### src/rtl/bed_pkg.sv
// Shared types and constants for the button event debouncer.
// No dependencies.
package bed_pkg;

   typedef enum logic [1:0] {
      MODE_TICK  = 2'd0,
      MODE_CLEAR = 2'd1,
      MODE_SET   = 2'd2,
      MODE_NONE  = 2'd3
   } mode_type;

   localparam int unsigned BTN_RESET = 0;
   localparam int unsigned BTN_NEXT  = 1;
   localparam int unsigned BTN_PREV  = 2;

   localparam int unsigned FLAG_RESET  = 0;
   localparam int unsigned FLAG_NEXT   = 1;
   localparam int unsigned FLAG_PREV   = 2;
   localparam int unsigned FLAG_HOME   = 3;
   localparam int unsigned FLAG_SLEEP  = 4;
   localparam int unsigned FLAG_IGNORE = 5;

   localparam int unsigned KEY_W  = 6;
   localparam int unsigned BTN_W  = 3;
   localparam int unsigned TICK_W = 16;
   localparam int unsigned ADDR_W = 4;
   localparam int unsigned DATA_W = 32;

   typedef enum logic [1:0] {
      REG_DEBOUNCE = 2'd0,
      REG_SLEEP    = 2'd1,
      REG_PREV     = 2'd2,
      REG_UNUSED   = 2'd3
   } reg_index_type;

   localparam logic [7:0]  DEBOUNCE_RST = 8'd4;
   localparam logic [14:0] SLEEP_RST    = 15'd200;
   localparam logic        PREV_RST     = 1'b1;

   // True if a is later than b on the wrapping tick counter.
   function automatic logic after16(input logic [TICK_W-1:0] a, input logic [TICK_W-1:0] b);
      logic [TICK_W-1:0] d;
      d = b - a;
      return d[TICK_W-1];
   endfunction

endpackage

### src/rtl/button_event_debouncer.sv
// Button event debouncer top level: key flag logic and registers; depends on bed_pkg.
// A request is registered in the input stage; key logic is a single pass to the result regs.
// Throughput: one request per cycle while the result is not stalled.
// A stalled result holds both stages; the input stalls only when both stages are full.
// Reset (synchronous, active high) clears tick, change time, button level and key flags,
// and loads a debounce of 4 ticks, a sleep hold of 200 ticks and prev present.
module button_event_debouncer (
   input  logic                       clock,
   input  logic                       reset,
   input  logic                       req_valid,
   output logic                       req_stall,
   input  logic [1:0]                 req_mode,
   input  logic [2:0]                 req_raw_buttons,
   input  logic [5:0]                 req_key_mask,
   input  logic                       req_error_active,
   output logic                       rsp_valid,
   input  logic                       rsp_stall,
   output logic [5:0]                 rsp_key_state,
   output logic                       rsp_blink_toggle,
   input  logic                       psel,
   input  logic                       penable,
   input  logic                       pwrite,
   input  logic [bed_pkg::ADDR_W-1:0] paddr,
   input  logic [bed_pkg::DATA_W-1:0] pwdata,
   output logic [bed_pkg::DATA_W-1:0] prdata,
   output logic                       pready
);

   localparam int unsigned TW = bed_pkg::TICK_W;

   // config registers
   logic [7:0]  debounce_ff;
   logic [14:0] sleep_ff;
   logic        prev_ff;
   bed_pkg::reg_index_type reg_idx;

   // state
   logic [TW-1:0]             tick_ff, tick_in;
   logic [TW-1:0]             lct_ff, lct_in;
   logic [bed_pkg::BTN_W-1:0] level_ff, level_in;
   logic [bed_pkg::KEY_W-1:0] keys_ff, keys_in;

   // input stage
   logic                      s1_valid_ff;
   bed_pkg::mode_type         s1_mode_ff;
   logic [bed_pkg::BTN_W-1:0] s1_raw_ff;
   logic [bed_pkg::KEY_W-1:0] s1_mask_ff;
   logic                      s1_err_ff;

   // result stage
   logic                      rsp_valid_ff;
   logic [bed_pkg::KEY_W-1:0] rsp_keys_ff;
   logic                      rsp_blink_ff, blink_in;

   logic advance, s1_adv, req_take;

   assign advance  = !(rsp_valid_ff && rsp_stall);
   assign s1_adv   = s1_valid_ff && advance;
   assign req_stall = s1_valid_ff && !advance;
   assign req_take = req_valid && !req_stall;

   assign rsp_valid        = rsp_valid_ff;
   assign rsp_key_state    = rsp_keys_ff;
   assign rsp_blink_toggle = rsp_blink_ff;

   // CSR port
   assign pready  = 1'b1;
   assign reg_idx = bed_pkg::reg_index_type'(paddr[3:2]);

   always_comb begin
      case (reg_idx)
         bed_pkg::REG_DEBOUNCE: prdata = {24'd0, debounce_ff};
         bed_pkg::REG_SLEEP:    prdata = {17'd0, sleep_ff};
         bed_pkg::REG_PREV:     prdata = {31'd0, prev_ff};
         default:               prdata = '0;
      endcase
   end

   always_ff @(posedge clock) begin
      if (reset) begin
         debounce_ff <= bed_pkg::DEBOUNCE_RST;
         sleep_ff    <= bed_pkg::SLEEP_RST;
         prev_ff     <= bed_pkg::PREV_RST;
      end else if (psel && penable && pwrite && pready) begin
         case (reg_idx)
            bed_pkg::REG_DEBOUNCE: debounce_ff <= pwdata[7:0];
            bed_pkg::REG_SLEEP:    sleep_ff    <= pwdata[14:0];
            bed_pkg::REG_PREV:     prev_ff     <= pwdata[0];
            default: ;
         endcase
      end
   end

   // key logic
   logic [bed_pkg::BTN_W-1:0] raw;
   logic [bed_pkg::KEY_W-1:0] keys_j;
   logic [TW-1:0]             lct_j, tick_nx, deb_ext, sleep_ext;
   logic [bed_pkg::BTN_W-1:0] level_j;
   logic                      change, counts;

   always_comb begin
      deb_ext   = {8'd0, debounce_ff};
      sleep_ext = {1'b0, sleep_ff};
      raw       = s1_raw_ff;
      if (!prev_ff) raw[bed_pkg::BTN_PREV] = 1'b0;

      tick_in  = tick_ff;
      lct_in   = lct_ff;
      level_in = level_ff;
      keys_in  = keys_ff;
      blink_in = 1'b0;
      change   = 1'b0;
      counts   = 1'b0;
      keys_j   = keys_ff;
      lct_j    = lct_ff;
      level_j  = level_ff;
      tick_nx  = tick_ff + TW'(1);

      case (s1_mode_ff)
         bed_pkg::MODE_TICK: begin
            change = (raw != level_ff);
            counts = change && bed_pkg::after16(tick_ff, lct_ff + deb_ext);
            if (counts) begin
               if (keys_ff[bed_pkg::FLAG_IGNORE]) begin
                  keys_j[bed_pkg::FLAG_IGNORE] = 1'b0;
               end else if (!level_ff[bed_pkg::BTN_RESET] && raw[bed_pkg::BTN_RESET]) begin
                  keys_j[bed_pkg::FLAG_RESET] = 1'b1;
               end else if (prev_ff && !level_ff[bed_pkg::BTN_PREV]
                            && !level_ff[bed_pkg::BTN_NEXT]) begin
                  keys_j[bed_pkg::FLAG_HOME] = 1'b1;
               end else if (!level_ff[bed_pkg::BTN_NEXT] && raw[bed_pkg::BTN_NEXT]) begin
                  keys_j[bed_pkg::FLAG_NEXT] = 1'b1;
               end else if (prev_ff && !level_ff[bed_pkg::BTN_PREV]
                            && raw[bed_pkg::BTN_NEXT]) begin
                  keys_j[bed_pkg::FLAG_PREV] = 1'b1;
               end
            end
            if (change) begin
               lct_j   = tick_ff;
               level_j = raw;
            end
            tick_in  = tick_nx;
            blink_in = s1_err_ff && (tick_nx[3:0] == 4'd0);
            keys_in  = keys_j;
            lct_in   = lct_j;
            level_in = level_j;
            // long hold of next without prev held raises sleep and ignore once
            if (bed_pkg::after16(tick_nx, lct_j + deb_ext)
                && !level_j[bed_pkg::BTN_NEXT]
                && (!prev_ff || level_j[bed_pkg::BTN_PREV])
                && bed_pkg::after16(tick_nx, lct_j + sleep_ext)
                && !keys_j[bed_pkg::FLAG_SLEEP]) begin
               keys_in[bed_pkg::FLAG_SLEEP]  = 1'b1;
               keys_in[bed_pkg::FLAG_IGNORE] = 1'b1;
               lct_in = tick_nx;
            end
         end
         bed_pkg::MODE_CLEAR: keys_in = keys_ff & ~s1_mask_ff;
         bed_pkg::MODE_SET:   keys_in = keys_ff | s1_mask_ff;
         default: ;
      endcase
   end

   always_ff @(posedge clock) begin
      if (reset) begin
         s1_valid_ff  <= 1'b0;
         rsp_valid_ff <= 1'b0;
         tick_ff      <= '0;
         lct_ff       <= '0;
         level_ff     <= '0;
         keys_ff      <= '0;
      end else begin
         if (advance) rsp_valid_ff <= s1_valid_ff;
         if (!req_stall) s1_valid_ff <= req_valid;
         if (s1_adv) begin
            tick_ff  <= tick_in;
            lct_ff   <= lct_in;
            level_ff <= level_in;
            keys_ff  <= keys_in;
         end
      end
   end

   always_ff @(posedge clock) begin
      if (req_take) begin
         s1_mode_ff <= bed_pkg::mode_type'(req_mode);
         s1_raw_ff  <= req_raw_buttons;
         s1_mask_ff <= req_key_mask;
         s1_err_ff  <= req_error_active;
      end
      if (s1_adv) begin
         rsp_keys_ff  <= keys_in;
         rsp_blink_ff <= blink_in;
      end
   end

   // checks
   a_stall_needs_item: assert property (@(posedge clock) disable iff (reset)
      req_stall |-> s1_valid_ff)
      else $error("input stalled with empty input stage");

   a_tick_only_on_tick: assert property (@(posedge clock) disable iff (reset)
      (s1_adv && s1_mode_ff != bed_pkg::MODE_TICK) |=> tick_ff == $past(tick_ff))
      else $error("tick counter moved on a key flag request");

   a_blink_phase: assert property (@(posedge clock) disable iff (reset)
      (s1_adv && tick_in[3:0] != 4'd0) |=> !rsp_blink_ff)
      else $error("blink pulse off its 16-tick phase");

   a_result_from_stage: assert property (@(posedge clock) disable iff (reset)
      (advance && !s1_valid_ff) |=> !rsp_valid_ff)
      else $error("result appeared without a request");

endmodule

### config.mk
export PLATFORM = sky130hd
export DESIGN_NAME = button_event_debouncer
export DESIGN_NICKNAME = d
export VERILOG_FILES = /design/src/rtl/bed_pkg.sv /design/src/rtl/button_event_debouncer.sv
export SDC_FILE = /design/constraint.sdc
export NUM_CORES = 1
export LEC_CHECK = 0
export BUFFER_PORTS_ARGS = -buffer_cell sky130_fd_sc_hd__buf_4
export CAP_MARGIN = 20
export CORE_UTILIZATION = 35
export CTS_CLUSTER_SIZE = 20
export DETAILED_ROUTE_END_ITERATION = 10
export PLACE_DENSITY = 0.49
export SLEW_MARGIN = 20
export SYNTH_ARGS = -nofsm -noshare
export SYNTH_HDL_FRONTEND = slang
export SYNTH_SLANG_ARGS = --single-unit
### constraint.sdc
create_clock -name clock -period 9.95 [get_ports clock]
set_input_delay 0 -clock clock [delete_from_list [all_inputs] [get_ports clock]]
set_output_delay 0 -clock clock [all_outputs]
set_load 0.05 [all_outputs]
Word level (Yosys, flattened, before mapping)
Cells that the tools add are included.

Flip-flop bits (word level): 86. Latch bits: 0. RAM bits: 0. Memory bits (read-only): 0. Input port bits: 55. Output and inout bits: 42. Logic and storage cells: 85. Memories: 0.

Add/sub/neg operators: 7. Multiply operators: 0. Divide/modulo/power cells: 0. Order comparisons: 0. Equal/unequal tests: 6. Shifts and indexed selects: 0. Muxes and demuxes: 19. Bitwise logic cells: 3. Reductions and logical operators: 34.

Operator list (count): 16-bit 2-to-1 mux (3); 16-bit subtractor (3); 15-bit one-hot mux with 3 select lines (1); 16-bit by 8-bit adder with 16-bit output (2); 6-bit one-hot mux with 3 select lines (1); 1-bit logical AND (17); 16-bit by 1-bit adder with 16-bit output, second input constant (1); 16-bit by 15-bit adder with 16-bit output (1); 3-bit 2-to-1 mux (3); 1-bit zero test (8); 4-bit 2-to-1 mux (2); 2-bit AND reduction (4); 1-bit 2-to-1 mux (7); 6-bit AND (1); 6-bit NOT (1); 6-bit OR (1); 2-bit by 1-bit == test with 1-bit output, second input constant (2); 2-bit == test, second input constant (2); 2-bit zero test (2); 4-bit zero test (1); 2-bit 2-to-1 mux (2); 3-bit inequality test (1); 3-bit AND reduction (1); 2-bit inequality test, second input constant (1); 1-bit logical OR (1).

Logic depth before layout (Yosys ltp)
Gate-level depths: netlist of the first run.

Depth after elaboration: 12. Gate-level depth with buffers: 21. Gate-level depth less buffers: 18.

Worst setup path before layout of the first run
OpenSTA, ideal clock, no wires.

Path kind: register -> register. From: register tick_ff[0]. To: register lct_ff[12]. Setup time: 0.145 ns. Arrival time: 4.222 ns. Data required time: 9.805 ns. Path slack: 5.583 ns. Stages on the path, launching flop included: 20. Path buffers: 2. Period minus slack after synthesis: 4.367 ns. Path through: dfxtp_1 ha_1 nand3_1 nor3_1 and3_1 nand3_1 nor2_1 nand2_1 xnor2_1 fa_1 ha_1 and3_1 o2111ai_1 and4_4 o221a_1 buf_6 or2_1 buf_4 nor2_1 a2111oi_2.

Longest elaborated chain between the ends: 9. Elaborated cells on any way between the ends: 12. Those cells by class: add/sub: 5; mux: 3; reduce/logical: 4.

RTL lines: from (decl) (line button_event_debouncer.sv:38) `logic [TW-1:0] tick_ff, tick_in;`; from (signal assigned) (line button_event_debouncer.sv:176) `tick_ff <= tick_in;`; 16-bit 2-to-1 mux (line button_event_debouncer.sv:138) `if (change) begin`; 16-bit 2-to-1 mux (line button_event_debouncer.sv:119) `case (s1_mode_ff)`; 16-bit by 8-bit adder with 16-bit output (line button_event_debouncer.sv:148) `if (bed_pkg::after16(tick_nx, lct_j + deb_ext)`; 16-bit subtractor (line bed_pkg.sv:43) `d = b - a;`; 1-bit logical AND (line button_event_debouncer.sv:149) `&& !level_j[bed_pkg::BTN_NEXT]`; 1-bit logical AND (line button_event_debouncer.sv:150) `&& (!prev_ff || level_j[bed_pkg::BTN_PREV])`; 1-bit logical AND (line button_event_debouncer.sv:151) `&& bed_pkg::after16(tick_nx, lct_j + sleep_ext)`; 1-bit logical AND (line button_event_debouncer.sv:152) `&& !keys_j[bed_pkg::FLAG_SLEEP]) begin`; 16-bit 2-to-1 mux * (line button_event_debouncer.sv:148); to (signal assigned) (line button_event_debouncer.sv:177) `lct_ff <= lct_in;`; to (decl) (line button_event_debouncer.sv:39) `logic [TW-1:0] lct_ff, lct_in;`.

Mark *: on every way between the ends. The rest lies on a longest branch, timed or not. The select of a mux whose other input is x is not followed. A chain may end at the register's enable or synchronous reset.

Final worst setup path of the first run
From: register tick_ff[0]. To: register lct_ff[2].

Same word-level chain as after synthesis.

==> impl_metrics.ini, run 1 <==
[outcome]
outcome = finished with violations
violations = design-rule violations

[placed_design]
routabilityCongestion = 0.788
place_ws_ns = 4.20
io_buffers = 59
hpwlAfterDp_um = 12600
place_area_sq_mm = 0.00704

[die]
fp-row-count = 49
die_w_um = 138
core_area_sq_mm = 0.0181
die_y_um = 138
start_util = 0.360
dieArea_sq_mm = 0.0191
io_pins = 97

[critical_path]
reg2reg_depth = 17
crit_chain = ha_1 > nand3_1 > nor3_1 > and3_1 > nand3_1 > nor2_1 > nand2_1 > xnor2_1 > fa_1 > ha_1 > and3_1 > o2111ai_1 > a31oi_1 > o22ai_1 > o21ai_2 > a21oi_1 > a2111oi_2
critPathArrivalTime_ns = 6.07
crit_type = reg -> reg
cp.depth = 17
start_kind = flip-flop
worst_path_largest_cell_delay_ns = 0.66
critPathSlowestCell = o21ai_2
critical_path_buf_inv_count = 0
r2r_end = lct_ff[2]$_SDFFE_PP0P_
critPathCaptureType = flip-flop
cp.required_ns = 10.20
r2r_slack_ns = 4.14
critPathTopFamily = simple AND/OR/NAND/NOR gates
crit_fanout = 11
rr_startpoint = tick_ff[0]$_SDFFE_PP0P_

[global_routing]
antenna_found_initial = 0
grt_use_total = 0.184
grt_pass1_wl_um = 27600
overflow = 0
grt_pass1_vias = 5304
grt_max_degree = 58

[sta]
max_freq_mhz = 172
slew_headroom = 0.310
post-route-period-util = 0.584
layout_min_cycle_time_ns = 5.81
worst_slew_pin_slew_ns = 1.03
rsz0062_at_grt = no
setup_viol = 0
fin_setup_tns_ns = 0
slew_violations = 0
timing.final.hold_violations = 0
whs_ns = 0.0188
layout_setup_ws_ns = 4.14
clock_skew_ns = 0.00619

[clocking]
tritoncts = done
cts-root-buf = clkbuf_16
cts_buffers = 9
h-tree-depth = 3
cts.sinks = 86
clkLatencyLatePin_ns = 0.35
clockBufferDepth = 2
clkTransAtPathRegs_ns = 0.07

[worst_hold_path]
worstHoldPathType = in -> reg
hold_depth = 3
hp-start = paddr[3]
hold_end = prev_ff$_SDFFE_PP1P_

[pwr]
p_leak_nw = 3.21
p_per_area_mw_per_mm2 = 113
peakVddDrop_v = 0.0000816

[synth]
synthAdderAreaFrac = 0.199
synth_compound_area_frac = 0.154
synth_cell_types = 69
synth_seq_cells = 86
seq_area_frac_synth = 0.294
synth_mux_area_frac = 0.0277
synth_top_family_by_area = adder cells
netlist_top_cells_area = dfxtp_1, ha_1, edfxtp_1
avgSynthCellArea_sq_um = 8.68
ys_warn_count = 0
synthFlopType = dfxtp_1
synth_area_sq_mm = 0.00650
synth_edf_count = 19
synth_top_area_frac = 0.206
synth_xor_xnor_area_share = 0.0473
async_reset_ff_frac = 0
synthCells = 749
synth-simple-area-share = 0.190
yosysTopAreaCell = dfxtp_1

[final_layout]
diodes = 0
final_common_cell = nand2_1
synthToLayoutAreaGrowth_pct = 17.0
final_layout_size_suffix_gt1_frac = 0.131
nets = 961
design_area_sq_mm = 0.00761
final_cell_mix = nand2_1, inv_1, dfxtp_1, ha_1, buf_4

[detailed_routing]
vias = 5367
drc = 6
drt-total-wl_um = 16900
wl_per_cell_um = 16.0
viasPerCell = 5.11
ant_nets = 0
drtIter0Drc = 259
first_pass_iters = 7

[flow_run]
cap_violations = 0
-- worst register-to-register path, cell delays in order, from the launching register on --
cell	delay [ns]
dfxtp_1	0.46
ha_1	0.30
nand3_1	0.24
nor3_1	0.61
and3_1	0.32
nand3_1	0.21
nor2_1	0.22
nand2_1	0.13
xnor2_1	0.40
fa_1	0.51
ha_1	0.30
and3_1	0.18
o2111ai_1	0.15
a31oi_1	0.27
o22ai_1	0.23
o21ai_2	0.66
a21oi_1	0.17
a2111oi_2	0.35
-- cells in the mapped netlist (3+ instances only) --
| library cell | number |
|---|---|
| or3_1 | 6 |
| a2111oi_2 | 10 |
| a311oi_1 | 3 |
| nand3_1 | 17 |
| edfxtp_1 | 19 |
| buf_4 | 21 |
| a21oi_1 | 60 |
| nand2_1 | 86 |
| and2_1 | 8 |
| a21o_1 | 14 |
| mux2i_1 | 18 |
| dfxtp_1 | 67 |
| a31oi_1 | 4 |
| nor2_1 | 62 |
| clkbuf_1 | 22 |
| nand2b_1 | 7 |
| nor2b_1 | 3 |
| buf_6 | 4 |
| nand4_1 | 10 |
| nor4_1 | 4 |
| a211oi_1 | 5 |
| xor2_1 | 10 |
| ha_1 | 65 |
| fa_1 | 24 |
| xnor2_1 | 20 |
| nor3_1 | 15 |
| and4_1 | 3 |
| and3_1 | 8 |
| o21ai_0 | 32 |
| inv_1 | 67 |
-- worst max path at each step --
stage | start | end | slack (ns)
floorplan | tick_ff[0]$_SDFFE_PP0P_ | lct_ff[12]$_SDFFE_PP0P_ | 5.58
global placement | tick_ff[1]$_SDFFE_PP0P_ | lct_ff[2]$_SDFFE_PP0P_ | 4.31
detailed placement | tick_ff[0]$_SDFFE_PP0P_ | lct_ff[2]$_SDFFE_PP0P_ | 4.20
CTS | tick_ff[0]$_SDFFE_PP0P_ | lct_ff[2]$_SDFFE_PP0P_ | 4.16
global route | tick_ff[0]$_SDFFE_PP0P_ | lct_ff[2]$_SDFFE_PP0P_ | 3.66
finish | tick_ff[0]$_SDFFE_PP0P_ | lct_ff[2]$_SDFFE_PP0P_ | 4.14
-- report_power, final --
part | internal, mW | switching [mW] | total, mW | leakage [nW]
Clock | 0.173 | 0.157 | 0.329 | 0.136
Combinational | 0.0585 | 0.0920 | 0.150 | 2.35
Sequential | 0.367 | 0.00983 | 0.377 | 0.726
-- cells by family after synthesis --
family | after synthesis
AO/OA/AOI/OAI | 151
adder cells (fa/ha/maj) | 89
other | 2
flip-flops | 86
buffers and inverters | 121
multiplexers | 18
XOR/XNOR | 32
AND/OR/NAND/NOR | 250
-- per-layer routing --
metal | track usage | wire, um | vias to the layer above
met5 | 0 | 0 | -
met4 | 0.0503 | 155 | 0
met3 | 0.0281 | 498 | 11
met2 | 0.308 | 8220 | 79
met1 | 0.245 | 7980 | 2597
li1 | - | - | 2680
-- repair_timing --
item                                   4_1_cts  5_1_grt
endpoints found under the hold margin       38        0
resized for setup                            0        0
hold buffers                                29        0
buffers inserted                             0        0
-- layout make-up --
type,instances,area (sq um)
inverters,69,259
clock inverters,7,55.1
repair buffers,93,771
fillers,1798,10500
multi-input cells,558,4100
well taps,229,287
clock buffers,9,225
flip-flops and latches,86,1910
-- flip-flops by register name, summed over array words and instances (netlist names), 2 cells and up --
signal and flops:
s1_raw_ff 3, sleep_ff 15, tick_ff 16, debounce_ff 8, rsp_key_state 6, lct_ff 16, keys_ff 6, s1_mode_ff 2
s1_mask_ff 6, level_ff 3
-- stage by stage --
step	util	std cells	power (mW)
floorplan	-	765	0.489
global placement	0.389	1006	0.522
detailed placement	0.389	1006	0.526
CTS	0.421	1051	0.871
global route	0.421	1051	0.901
finish	0.421	1051	0.857
(Power assumes the default switching activity.)
==> run 2, diff against run 1 <==
==> constraint.sdc (replaced) <==
create_clock -name clock -period 5.7 [get_ports clock]
set_input_delay 0 -clock clock [delete_from_list [all_inputs] [get_ports clock]]
set_output_delay 0 -clock clock [all_outputs]
set_load 0.05 [all_outputs]
==> run 2 against run 1 <==
The flow still finishes with violations (design-rule violations). Core utilization is 0.32 points higher. Count of clock-buffer cells in the layout is the same. Maximum frequency grew 13%. Clock power rose by 79%. Sequential power is 75% higher. Sequential share of layout area down 0.19 points.
==> impl_metrics.ini, run 2 (same netlist as run 1, synthesis figures left out) <==
[clocking]
postCtsSetupRepairBufs = 0
clkLatencyLatePin_ns = 0.35
clkTransAtPathRegs_ns = 0.07
cts.sinks = 86
h-tree-depth = 3
tritoncts = done
cts-root-buf = clkbuf_16
clockBufferDepth = 2
cts_buffers = 9

[sta]
rsz0062_at_grt = no
setup_viol = 0
max_freq_mhz = 194
timing.final.hold_violations = 0
whs_ns = 0.00935
layout_min_cycle_time_ns = 5.15
clock_skew_ns = 0.00576
slew_headroom = 0.283
slew_violations = 0
fin_setup_tns_ns = 0
worst_slew_pin_slew_ns = 1.07
post-route-period-util = 0.904

[critical_path]
reg2reg_depth = 17
crit_fanout = 7
critPathArrivalTime_ns = 5.42
r2r_slack_ns = 0.55
r2r_end = lct_ff[7]$_SDFFE_PP0P_
start_kind = flip-flop
critPathCaptureType = flip-flop
crit_type = reg -> reg
cp.required_ns = 5.97
rr_startpoint = tick_ff[0]$_SDFFE_PP0P_

[die]
fp-row-count = 49
dieArea_sq_mm = 0.0191
io_pins = 97
die_w_um = 138
core_area_sq_mm = 0.0181
die_y_um = 138
start_util = 0.360

[placed_design]
routabilityCongestion = 0.831
io_buffers = 59
hpwlAfterDp_um = 13000

[worst_hold_path]
hold_depth = 3
worstHoldPathType = in -> reg
hold_end = prev_ff$_SDFFE_PP1P_
hp-start = paddr[3]

[detailed_routing]
first_pass_iters = 8
viasPerCell = 5.15
drtIter0Drc = 282
drc = 6
drt-total-wl_um = 17100
wl_per_cell_um = 16.2
vias = 5435
ant_nets = 0

[global_routing]
grt_pass1_wl_um = 28300
antenna_found_initial = 0
grt_pass1_vias = 5396
grt_max_degree = 58
grt_use_total = 0.188
overflow = 0

[final_layout]
utilization = 0.424
reg_top3 = lct_ff (16), tick_ff (16), sleep_ff (15)
nets = 966
final_layout_size_suffix_gt1_frac = 0.140
final_common_cell = nand2_1
diodes = 0
regArea_sq_mm = 0.00191
synthToLayoutAreaGrowth_pct = 17.8
final_cell_mix = nand2_1, buf_4, inv_1, dfxtp_1, ha_1
multi_input_area_sq_mm = 0.00411
fill_cells = 1812

[pwr]
p_per_area_mw_per_mm2 = 197
peakVddDrop_v = 0.000137
p_leak_nw = 3.24
p_total_mw = 1.51

[outcome]
outcome = finished with violations
violations = design-rule violations

[flow_run]
cap_violations = 0
run 2: cell type report:
class | instances | area share
clock inverter | 7 | 0.00816
sequential | 86 | 0.249
multi-input combinational | 558 | 0.536
inverter | 69 | 0.0338
timing repair buffer | 98 | 0.105
clock buffer | 9 | 0.0294
tap | 229 | 0.0374
run 2: critical path, stage by stage, from the launching register on:
cell	delay, ns
dfxtp_1	0.47
ha_1	0.30
nand3_1	0.21
nor3_2	0.41
and3_1	0.28
nand3_1	0.20
nor2_1	0.21
nand2_1	0.14
xnor2_2	0.27
fa_1	0.47
ha_1	0.30
and3_1	0.20
o2111ai_1	0.17
a31oi_1	0.28
o22ai_1	0.23
o21ai_0	0.46
a21oi_1	0.15
nor4_2	0.29
run 2: routing by layer:
metal  routed length, um  vias to the layer above  share of wire  GRT usage
li1                    -                     2705              -          -
met1                7860                     2634           0.46      0.241
met2                8380                       81           0.49      0.320
met3                 579                       15          0.034     0.0402
met4                 266                        0          0.016     0.0467
met5                   0                        -              0          0
run 2: per-stage QoR:
| stage | cell area [sq um] | setup WS [ns] | cells |
|---|---|---|---|
| floorplan | 6570 | 1.33 | 765 |
| global placement | 7080 | 0.460 | 1011 |
| detailed placement | 7080 | 0.278 | 1011 |
| CTS | 7650 | 0.250 | 1056 |
| global route | 7670 | 0.0737 | 1056 |
| finish | 7670 | 0.547 | 1056 |
run 2: worst max path at each step:
stage                                        from                       to  slack, ns  cells after the start
after floorplan           tick_ff[0]$_SDFFE_PP0P_  lct_ff[12]$_SDFFE_PP0P_       1.33                     19
after global placement    tick_ff[0]$_SDFFE_PP0P_  lct_ff[12]$_SDFFE_PP0P_       0.46                     17
after detailed placement  tick_ff[0]$_SDFFE_PP0P_  lct_ff[10]$_SDFFE_PP0P_       0.28                     18
after CTS                 tick_ff[0]$_SDFFE_PP0P_  lct_ff[10]$_SDFFE_PP0P_       0.25                     18
after global routing      tick_ff[1]$_SDFFE_PP0P_  lct_ff[10]$_SDFFE_PP0P_       0.07                     18
final                     tick_ff[0]$_SDFFE_PP0P_   lct_ff[7]$_SDFFE_PP0P_       0.55                     17
run 2: report_power, final:
part	switching [mW]	leakage, nW	internal, mW
Clock	0.282	0.139	0.305
Combinational	0.162	2.38	0.102
Sequential	0.0171	0.726	0.641
run 2: timing repair:
action	4_1_cts	5_1_grt
hold buffers	29	0
resized for setup	0	2
setup endpoints to repair	0	20
hold endpoints to repair	38	0
==> run 3, diff against run 2 <==
--- a/config.mk
+++ b/config.mk
@@ -5,6 +5,7 @@
 export SDC_FILE = /design/constraint.sdc
 export NUM_CORES = 1
 export LEC_CHECK = 0
+export ABC_AREA = 1
 export BUFFER_PORTS_ARGS = -buffer_cell sky130_fd_sc_hd__buf_4
 export CAP_MARGIN = 20
 export CORE_UTILIZATION = 35
==> run 3 against run 2 <==
The flow still finishes with violations (design-rule violations). Sequential power up 0.9%. Clock power up 11%. Design area up 1.1%. Routed wire length down 7.7%. Maximum frequency up 6.5%. Synthesized cell count up 15%. Via count up 0.35%. Final cell count up 11%. Global-route usage down 1.3 points. Critical endpoint is now rsp_key_state[5]$_DFFE_PP_. Largest cell class unchanged. Largest power group unchanged.
==> impl_metrics.ini, run 3 <==
[detailed_routing]
wl_per_cell_um = 13.5
vias = 5454
viasPerCell = 4.67
drc = 1
drt-total-wl_um = 15800
ant_nets = 0
first_pass_iters = 11
drtIter0Drc = 270

[critical_path]
r2r_slack_ns = 0.86
crit_fanout = 31
reg2reg_depth = 21
rr_startpoint = tick_ff[1]$_SDFFE_PP0P_
critPathArrivalTime_ns = 4.92
r2r_end = rsp_key_state[5]$_DFFE_PP_
critPathCaptureType = flip-flop
start_kind = flip-flop
crit_type = reg -> reg
cp.required_ns = 5.78

[die]
io_pins = 97
core_area_sq_mm = 0.0181
die_w_um = 139
die_y_um = 139
fp-row-count = 49
start_util = 0.362
dieArea_sq_mm = 0.0193

[pwr]
clkPwrFrac = 0.359
p_leak_nw = 3.67
power.switching_uw = 612
peakVddDrop_v = 0.000151
p_total_mw = 1.82
switching_share = 0.336
p_per_area_mw_per_mm2 = 235
p_int_mw = 1.21
combPwrFrac = 0.277
seq_power_share = 0.364

[synth]
async_reset_ff_frac = 0
synth.most_common_cell = nand2_1
synth_top_area_frac = 0.204
seq_area_frac_synth = 0.291
netlist_top_cells_area = dfxtp_1, ha_1, nand2_1
synthFlopType = dfxtp_1
yosysTopAreaCell = dfxtp_1
synth_cell_types = 42
synth_common_cells = nand2_1, inv_1, a21oi_1
synth_edf_count = 19
synth_seq_cells = 86
ys_warn_count = 0
synthCells = 858
avgSynthCellArea_sq_um = 7.65
synth_area_sq_mm = 0.00657

[final_layout]
regArea_sq_mm = 0.00191
final_layout_size_suffix_gt1_frac = 0.153
multi_input_area_sq_mm = 0.00384
synthToLayoutAreaGrowth_pct = 18.0
nets = 1079
fill_cells = 1862
diodes = 0
final_cell_mix = nand2_1, inv_1, a21oi_1, dfxtp_1, ha_1
final_cells = 1169
final_common_cell = nand2_1
reg_top3 = lct_ff (16), tick_ff (16), sleep_ff (15)

[sta]
slew_violations = 0
timing.final.hold_violations = 0
post-route-period-util = 0.849
fin_setup_tns_ns = 0
clock_skew_ns = 0.00783
worst_slew_pin_slew_ns = 0.883
max_freq_mhz = 207
setup_viol = 0
slew_headroom = 0.411
layout_min_cycle_time_ns = 4.84
rsz0062_at_grt = no

[global_routing]
use_met3 = 0.0204
overflow = 0
grt-busiest-layer = met2
antenna_found_initial = 0
grt_use_total = 0.175
grt_pass1_vias = 5229
grt_max_degree = 32
gr-usage-met2 = 0.278
grt_pass1_wl_um = 26300
grt_util_met1 = 0.244

[clocking]
hold_buffers = 29
postCtsSetupRepairBufs = 0
cts_buffers = 9
cts-root-buf = clkbuf_16
clockBufferDepth = 2
post_cts_resized = 0
clkTransAtPathRegs_ns = 0.07
cts.sinks = 86
tritoncts = done
clkLatencyLatePin_ns = 0.36
h-tree-depth = 3

[outcome]
outcome = finished with violations
violations = design-rule violations

[worst_hold_path]
hp-start = paddr[2]
worstHoldPathType = in -> reg
hold_depth = 4
hold_end = prev_ff$_SDFFE_PP1P_

[placed_design]
dp.cells = 1124
hpwlAfterDp_um = 11700
io_buffers = 59
routabilityCongestion = 0.805

[flow_run]
cap_violations = 0
-- run 3: critical path, stage by stage, from the launching register on --
cell,delay [ns]
dfxtp_1,0.47
ha_1,0.24
nand2_1,0.13
nor2_1,0.18
nand3_1,0.16
nor3_2,0.22
nand3_1,0.16
nor2_1,0.17
xor2_1,0.37
fa_1,0.54
ha_1,0.34
nand4_1,0.14
nor3_1,0.36
nand2_1,0.10
nand2b_1,0.08
nand3_1,0.07
nand2_2,0.08
inv_2,0.04
nand3_4,0.39
nand2_1,0.10
nand2_1,0.10
nand3_1,0.11
-- run 3: power by group through the flow --
stage | clock network (mW) | registers, mW | logic [mW]
2_1_floorplan | 0 | 0.687 | 0.368
3_3_place_gp | 0 | 0.678 | 0.492
3_5_place_dp | 0 | 0.678 | 0.494
4_1_cts | 0.679 | 0.664 | 0.513
5_1_grt | 0.697 | 0.667 | 0.579
6_report | 0.655 | 0.664 | 0.505
-- run 3: metal layers --
layer  up-vias  share of wire
li1       2904              -
met1      2450           0.52
met2        84           0.44
met3        16          0.026
met4         0          0.016
met5         -              0
-- run 3: layout make-up --
class,count,area share
multi-input combinational,581,0.496
clock buffer,9,0.0291
timing repair buffer,93,0.0995
inverter,164,0.0795
clock inverter,7,0.0124
tap,229,0.0370
sequential,86,0.247
-- run 3: cell families (layout without fill, tap and decap cells) --
kind of cell	count (synthesis)	in the layout	synth area share
simple gates	273	273	0.192
buf+inv	207	273	0.133
compound gates	187	187	0.166
fa+ha+maj	89	89	0.197
flops	86	86	0.291
xor+xnor	14	14	0.0187
other cells	2	18	0.00114
-- run 3: worst max path at each step --
stage,end,start
CTS,lct_ff[8]$_SDFFE_PP0P_,tick_ff[1]$_SDFFE_PP0P_
global route,lct_ff[3]$_SDFFE_PP0P_,tick_ff[1]$_SDFFE_PP0P_
global placement,rsp_key_state[5]$_DFFE_PP_,tick_ff[1]$_SDFFE_PP0P_
floorplan,lct_ff[8]$_SDFFE_PP0P_,tick_ff[1]$_SDFFE_PP0P_
finish,rsp_key_state[5]$_DFFE_PP_,tick_ff[1]$_SDFFE_PP0P_
detailed placement,rsp_key_state[5]$_DFFE_PP_,tick_ff[1]$_SDFFE_PP0P_
-- run 3: metrics by stage --
stage          hold WS, ns  utilization  worst slack, ns  instance area, sq um
5_1_grt             0.0490        0.427            0.406                  7750
3_3_place_gp         0.179        0.393            0.813                  7140
3_5_place_dp         0.179        0.393            0.806                  7140
6_report            0.0345        0.427            0.863                  7750
4_1_cts             0.0325        0.427            0.784                  7750
2_1_floorplan       0.0989            -             1.99                  6630
